$ cat src/design/vrp_pkg.sv
package vrp_pkg;

  localparam int NAMETABLE_BYTES_DEF = 2048;
  localparam int PATTERN_BYTES_DEF   = 8192;
  localparam int PALETTE_BYTES       = 32;
  localparam int SPRITE_BYTES        = 256;

  localparam logic [15:0] ADDR_INC_ROW  = 16'd32;
  localparam logic [15:0] ADDR_INC_BYTE = 16'd1;

  typedef enum logic [1:0] {
    FUNC_READ   = 2'd0,
    FUNC_WRITE  = 2'd1,
    FUNC_DMA    = 2'd2,
    FUNC_STATUS = 2'd3
  } func_t;

  typedef enum logic [2:0] {
    RIDX_CTRL     = 3'd0,
    RIDX_MASK     = 3'd1,
    RIDX_STATUS   = 3'd2,
    RIDX_OAM_ADDR = 3'd3,
    RIDX_OAM_DATA = 3'd4,
    RIDX_SCROLL   = 3'd5,
    RIDX_ADDR     = 3'd6,
    RIDX_DATA     = 3'd7
  } reg_idx_t;

  typedef enum logic [1:0] {
    VR_PAT  = 2'd0,
    VR_NT   = 2'd1,
    VR_NONE = 2'd2,
    VR_PAL  = 2'd3
  } vregion_t;

  typedef enum logic [1:0] {
    MIRROR_HORZ = 2'd0,
    MIRROR_VERT = 2'd1
  } mirror_t;

  // Video-side request from the register decode to the video memories.
  typedef struct packed {
    logic        rd_en;
    logic        wr_en;
    logic [15:0] addr;
    logic [7:0]  wdata;
  } vram_req_t;

  function automatic vregion_t vid_region(input logic [15:0] a);
    vregion_t r;
    if (a[15:13] == 3'd0) begin
      r = VR_PAT;
    end else if (a[15:12] == 4'h2) begin
      r = VR_NT;
    end else if (a[15:8] < 8'h3F) begin
      r = VR_NONE;
    end else begin
      r = VR_PAL;
    end
    return r;
  endfunction

endpackage

$ cat src/design/vrp_oam.sv
module vrp_oam
  import vrp_pkg::*;
(
  input  logic       clk,
  input  logic       rst_n,
  input  logic       wr_en,
  input  logic [7:0] wr_addr,
  input  logic [7:0] wr_data,
  input  logic       rd_en,
  input  logic [7:0] rd_addr,
  output logic [7:0] rd_data
);

  logic [7:0]              mem [SPRITE_BYTES];
  logic [SPRITE_BYTES-1:0] valid_r;
  logic [7:0]              q_r;
  logic                    q_valid_r;

  // entries never written since reset read as zero
  always_ff @(posedge clk) begin
    if (!rst_n) begin
      valid_r <= '0;
    end else if (wr_en) begin
      valid_r[wr_addr] <= 1'b1;
    end
  end

  always_ff @(posedge clk) begin
    if (wr_en) begin
      mem[wr_addr] <= wr_data;
    end
    if (rd_en) begin
      q_r       <= mem[rd_addr];
      q_valid_r <= valid_r[rd_addr];
    end
  end

  assign rd_data = q_valid_r ? q_r : 8'h00;

endmodule

$ cat config.mk
export PLATFORM = sky130hd
export DESIGN_NAME = vrp_oam
export DESIGN_NICKNAME = d
export VERILOG_FILES = /design/src/design/vrp_pkg.sv /design/src/design/vrp_oam.sv
export SDC_FILE = /design/constraint.sdc
export NUM_CORES = 2
export LEC_CHECK = 0
export ABC_CLOCK_PERIOD_IN_PS = 2340
export BUFFER_PORTS_ARGS = -buffer_cell sky130_fd_sc_hd__buf_2
export CAP_MARGIN = 20
export CORE_MARGIN = 2
export CORE_UTILIZATION = 57
export DETAILED_ROUTE_END_ITERATION = 8
export PLACE_DENSITY_LB_ADDON = 0.25
export SYNTH_ARGS = -nofsm -noshare
export SYNTH_HDL_FRONTEND = slang
export SYNTH_SLANG_ARGS = --single-unit
$ cat constraint.sdc
create_clock -name clk -period 2.34 [get_ports clk]
set_input_delay 0.468 -clock clk [delete_from_list [all_inputs] [get_ports clk]]
set_output_delay 0.468 -clock clk [all_outputs]
set_load 0.01 [all_outputs]
* Word-level counts from Yosys, hierarchy flattened
Memories as Yosys holds them, arrays and structs flattened. A register that Yosys moved wholly into a read port is not among the register bits.
Cells that the tools add are included.
** Word-level totals
- Register bits after elaboration :: 257
- Latch bits :: 0
- Memory bits (writable) :: 2048
- Memory bits (read-only) :: 0
- Input port bits :: 28
- Output and inout bits :: 8
- Memories kept :: 1
** Cells by class
- Add/sub/neg operators :: 0
- Multipliers :: 0
- Divide/modulo/power cells :: 0
- Magnitude comparators :: 3
- Equal/unequal tests :: 0
- Shift-type cells :: 0
- Muxes and demuxes :: 7
- Bitwise operators :: 1
- Reduce and logical (&&, ||, !) cells :: 1
** Memories
- mem :: depth 256, bits a word 8, read ports 1, clocked after Yosys merged registers in 1, wr ports 1, line vrp_oam.sv:14 : logic [7:0] mem [SPRITE_BYTES];
** Operators by type and width (number)
- bitwise OR 256 bit :: 1
- < comparator 8 x 9 -> 1 bit (second input constant) :: 2
- binary-select mux 1 bit (select 8 bit) :: 1
- demux 1 bit (select 8 bit) :: 1
- greater-or-equal comparator 8 x 1 -> 1 bit (second input constant) :: 1
- 2-to-1 mux 8 bit :: 1
- 2-to-1 mux 1 bit :: 4
- logical AND 1 bit :: 1

* Logic depth before layout (Yosys ltp)
- Depth in word-level cells :: 5
- Gate-level depth with buffers :: 12
- Depth with buffers taken out :: 6

* Worst setup path after synthesis
OpenSTA, ideal clock, no wires.
- Path type :: input port to flip-flop
- Start point :: in wr_en
- End point :: mem mem[207][0] (enable)
- Library setup time :: 374 ps
- Arrival time :: 2110 ps
- Data required time :: 1966 ps
- Slack :: -144 ps
- Cell stages on the path :: 5
- Buffers on the path :: 3
- Path through :: clkbuf_1 > or4b_2 > clkbuf_1 > clkbuf_1 > nor2_1
** Between the ends
- Longest elaborated chain between the ends :: 2
** RTL lines
- start, declared :: line vrp_oam.sv:6 : input logic wr_en,
- 2-to-1 mux 1 bit :: line vrp_oam.sv:29 : if (wr_en) begin
- 2-to-1 mux 1 bit (implied by the code) :: line vrp_oam.sv:30 : mem[wr_addr] <= wr_data;
- end, declared :: line vrp_oam.sv:14
No other way between the ends.

==> results by group <==
Status
  • Outcome: finished with violations
  • Violated checks: negative setup slack

Cells and area
  • Fill cells: 9736
  • Layout net count: 5328
  • Area grow syn2layout: 19.2%
  • Share of post-route cells with drive strength above 1: 33.4%

Drt
  • Pre-antenna DRT Iters: 9
  • Vias/cell: 6.45
  • Iter 0 DRT Violations: 6610
  • Total wire length: 231000 um
  • Routed Antenna Nets: 0
  • DR vias: 48.8k
  • Remaining DRCs: 0
  • DR WL/cell: 30.5 um

STA
  • Slew Limit Fails: 0
  • Slew @ Worst Pin: 993 ps
  • Final period util: 103%
  • Tmin final: 2410 ps
  • Setup WS post-layout: -72.6 ps
  • RSZ-0062 raised after global routing: true
  • Slew Limit Headroom: 33.3%
  • Clk_skew: 42.9 ps
  • FMAX: 414 MHz
  • Setup Viol. Count Final: 5
  • Final Hold Viols: 0

CTS
  • CTS Buf Count: 221
  • Clock sinks: 2313
  • Clock Pin Slew Worst Setup and Hold Paths: 70 ps
  • Worst-case clock buffer depth: 3
  • Root buf cell: clkbuf_16
  • H-tree levels: 4
  • CTS tree: done
  • Worst-Skew Late Latency: 870 ps

Critical path
  • Most used cell, CP: buf_12
  • Crit path launch type: primary input
  • CP cell instances: buf_12 > buf_16 > buf_12 > buf_4 > mux4_2 > mux2_2 > o221ai_1 > a311oi_1 > o32ai_1 > nor3_1
  • Setup crit end kind: flop
  • Crit path max fanout: 16
  • Req. time, crit path: 3020 ps
  • Crit path kind: in2reg
  • Critical path's slowest cell: a311oi_1
  • Worst endpoint data arrival time: 3100 ps
  • Slowest stage delay, CP: 810 ps

Synthesis
  • Syn_area_per_cell: 19.9 um^2
  • Register area share after synthesis: 75.1%
  • Synthesized net count: 4506
  • Ys async rst share: 0%
  • Synth unique cells: 63
  • Synth warnings: 0
  • Synthesized flop and latch total: 2313
  • Post-Syn Area: 89100 um^2
  • Mapped Cells: 4478
  • EDFF count, synth: 2057
  • Top FF cell, synth: edfxtp_1

Die
  • Std cell rows: 145
  • Die H: 399 um
  • Core area: 156000 um^2
  • # IOs: 36
  • Die area: 159000 um^2
  • Initial core utilization: 57.2%
  • Die X: 399 um

GRT
  • Vias in the first global route: 48.1k
  • GR Overflow Total: 0
  • Largest net degree at the start of global routing: 87
  • Antenna violations before repair: 11
  • GRT Total Usage: 29.2%
  • First-pass GRT wire length: 333000 um

Place
  • Pre-CTS setup slack: -1350 ps
  • Gp weighted congestion: 0.943
  • DP HPWL: 151000 um
  • PortBufs: 35

Power and ir drop
  • P_leak: 0.0355 uW
  • Power Dens Cells: 821 nW/um^2
  • Design Power: 87200 uW
  • Max VDD drop: 0.000795 V

Min path
  • Hold Crit Class: in2reg

Job
  • MaxCap Viol Count: 0
registers in the layout (all words and copies together) (netlist names):
signal,count
mem,2048
q_r,8
q_valid_r,1
valid_r,256
layout by cell type, fill, tap and decap left out, types with 34 or more instances in the layout:
cell,n
nand2_1,45
mux4_2,490
clkbuf_16,223
a21oi_1,82
clkbuf_8,41
edfxtp_1,2057
buf_12,99
dfxtp_1,256
clkbuf_1,53
o21a_1,256
a22o_1,43
a22oi_1,110
buf_4,747
o221ai_1,36
clkinv_2,34
nor2_1,278
o22ai_1,55
mux2i_1,175
cell type report:
cell class | instances | area (um^2) | share of cell area (%)
flip-flops and latches | 2313 | 66900 | 63.0
multi-input cells | 1873 | 21000 | 19.7
repair buffers | 888 | 8000 | 7.53
clock buffers | 308 | 6210 | 5.85
well taps | 2058 | 2570 | 2.42
clock inverters | 114 | 1550 | 1.46
inverters | 3 | 11.3 | 0.0106
diodes | 3 | 7.51 | 0.00707
synth_stat cells (3+ instances only):
cell type	instances	share of area, %
a211oi_1	6	0.051
a21oi_1	84	0.47
a221oi_1	42	0.41
a22o_1	46	0.45
a22oi_1	112	0.94
a311oi_1	5	0.049
a31oi_1	8	0.056
and2_1	13	0.091
and3_1	3	0.021
buf_1	14	0.059
buf_12	11	0.25
buf_2	55	0.31
buf_4	24	0.20
buf_6	29	0.37
buf_8	16	0.27
clkbuf_1	139	0.59
dfxtp_1	256	5.8
edfxtp_1	2057	69
mux2_2	13	0.16
mux2i_1	175	2.0
mux4_2	490	12
nand2_1	45	0.19
nand2b_1	10	0.070
nand3_1	31	0.17
nand3b_1	5	0.042
nand4_1	8	0.056
nor2_1	282	1.2
nor2b_1	20	0.14
nor3_1	33	0.19
nor4_1	14	0.098
nor4_2	4	0.056
o2111ai_1	3	0.030
o21a_1	256	2.2
o21ai_0	17	0.096
o221ai_1	38	0.37
o22ai_1	63	0.44
o31ai_1	3	0.025
o32ai_1	9	0.089
or2_2	6	0.042
what timing repair did:
item / 4_1_cts / 5_1_grt
hold buffers: 3 / 0
gates cloned: 0 / 1
resized for setup: 60 / 44
endpoints found under the setup margin: 17 / 14
pin swaps: 20 / 21
endpoints found under the hold margin: 31 / 0
setup buffers: 0 / 0
critical path: cells and delay by family:
family          cells  cell delay, ps
compound gates      3            1190
buf+inv             4             670
mux                 2             480
simple gates        1             200
power by group:
| part | total, uW | switching [uW] | leakage, uW | internal (uW) |
|---|---|---|---|---|
| sequential | 45000 | 35.2 | 0.0206 | 45000 |
| combinational | 5090 | 3000 | 0.0112 | 2080 |
| clock | 37100 | 15700 | 0.00376 | 21400 |
per-layer routing:
metal	vias to the layer above	global-route usage, %	wire (um)
met2	2675	44.1	107000
met5	-	0	43
met4	6	10.5	8910
met3	443	5.91	24600
li1	20200	-	-
met1	25500	43.1	90400
per-stage QoR:
| step | std cells | utilization [%] | hold WS, ps | instance area (um^2) | setup TNS (ps) |
|---|---|---|---|---|---|
| final | 7560 | 68.2 | 71.5 | 106000 | -151 |
| after global routing | 7558 | 68.2 | 50.1 | 106000 | -305 |
| after CTS | 7557 | 68.1 | 9.89 | 106000 | -151 |
| after detailed placement | 7132 | 62.9 | 448 | 97800 | -14960 |
| after global placement | 7132 | 62.9 | 441 | 97800 | -11090 |
| after floorplan | 4478 | - | 435 | 89300 | -11440 |
path summary, 6_finish.rpt:
check,startpoint,endpoint,slack [ps],cells after the start
max,rd_addr[0],q_r[3],-70,10
min,wr_data[5],mem[59][5],70,1
max reg2reg,mem[152][5],q_r[5],-60,7
min reg2reg,valid_r[226],valid_r[226],460,1
cells by family after synthesis:
kind of cell,after synthesis,synth area share (%)
flip-flops,2313,75.1
multiplexers,678,14.5
AO/OA/AOI/OAI,708,5.83
buffers and inverters,292,2.06
AND/OR/NAND/NOR,487,2.49
Power figures use the tool's default switching activity.
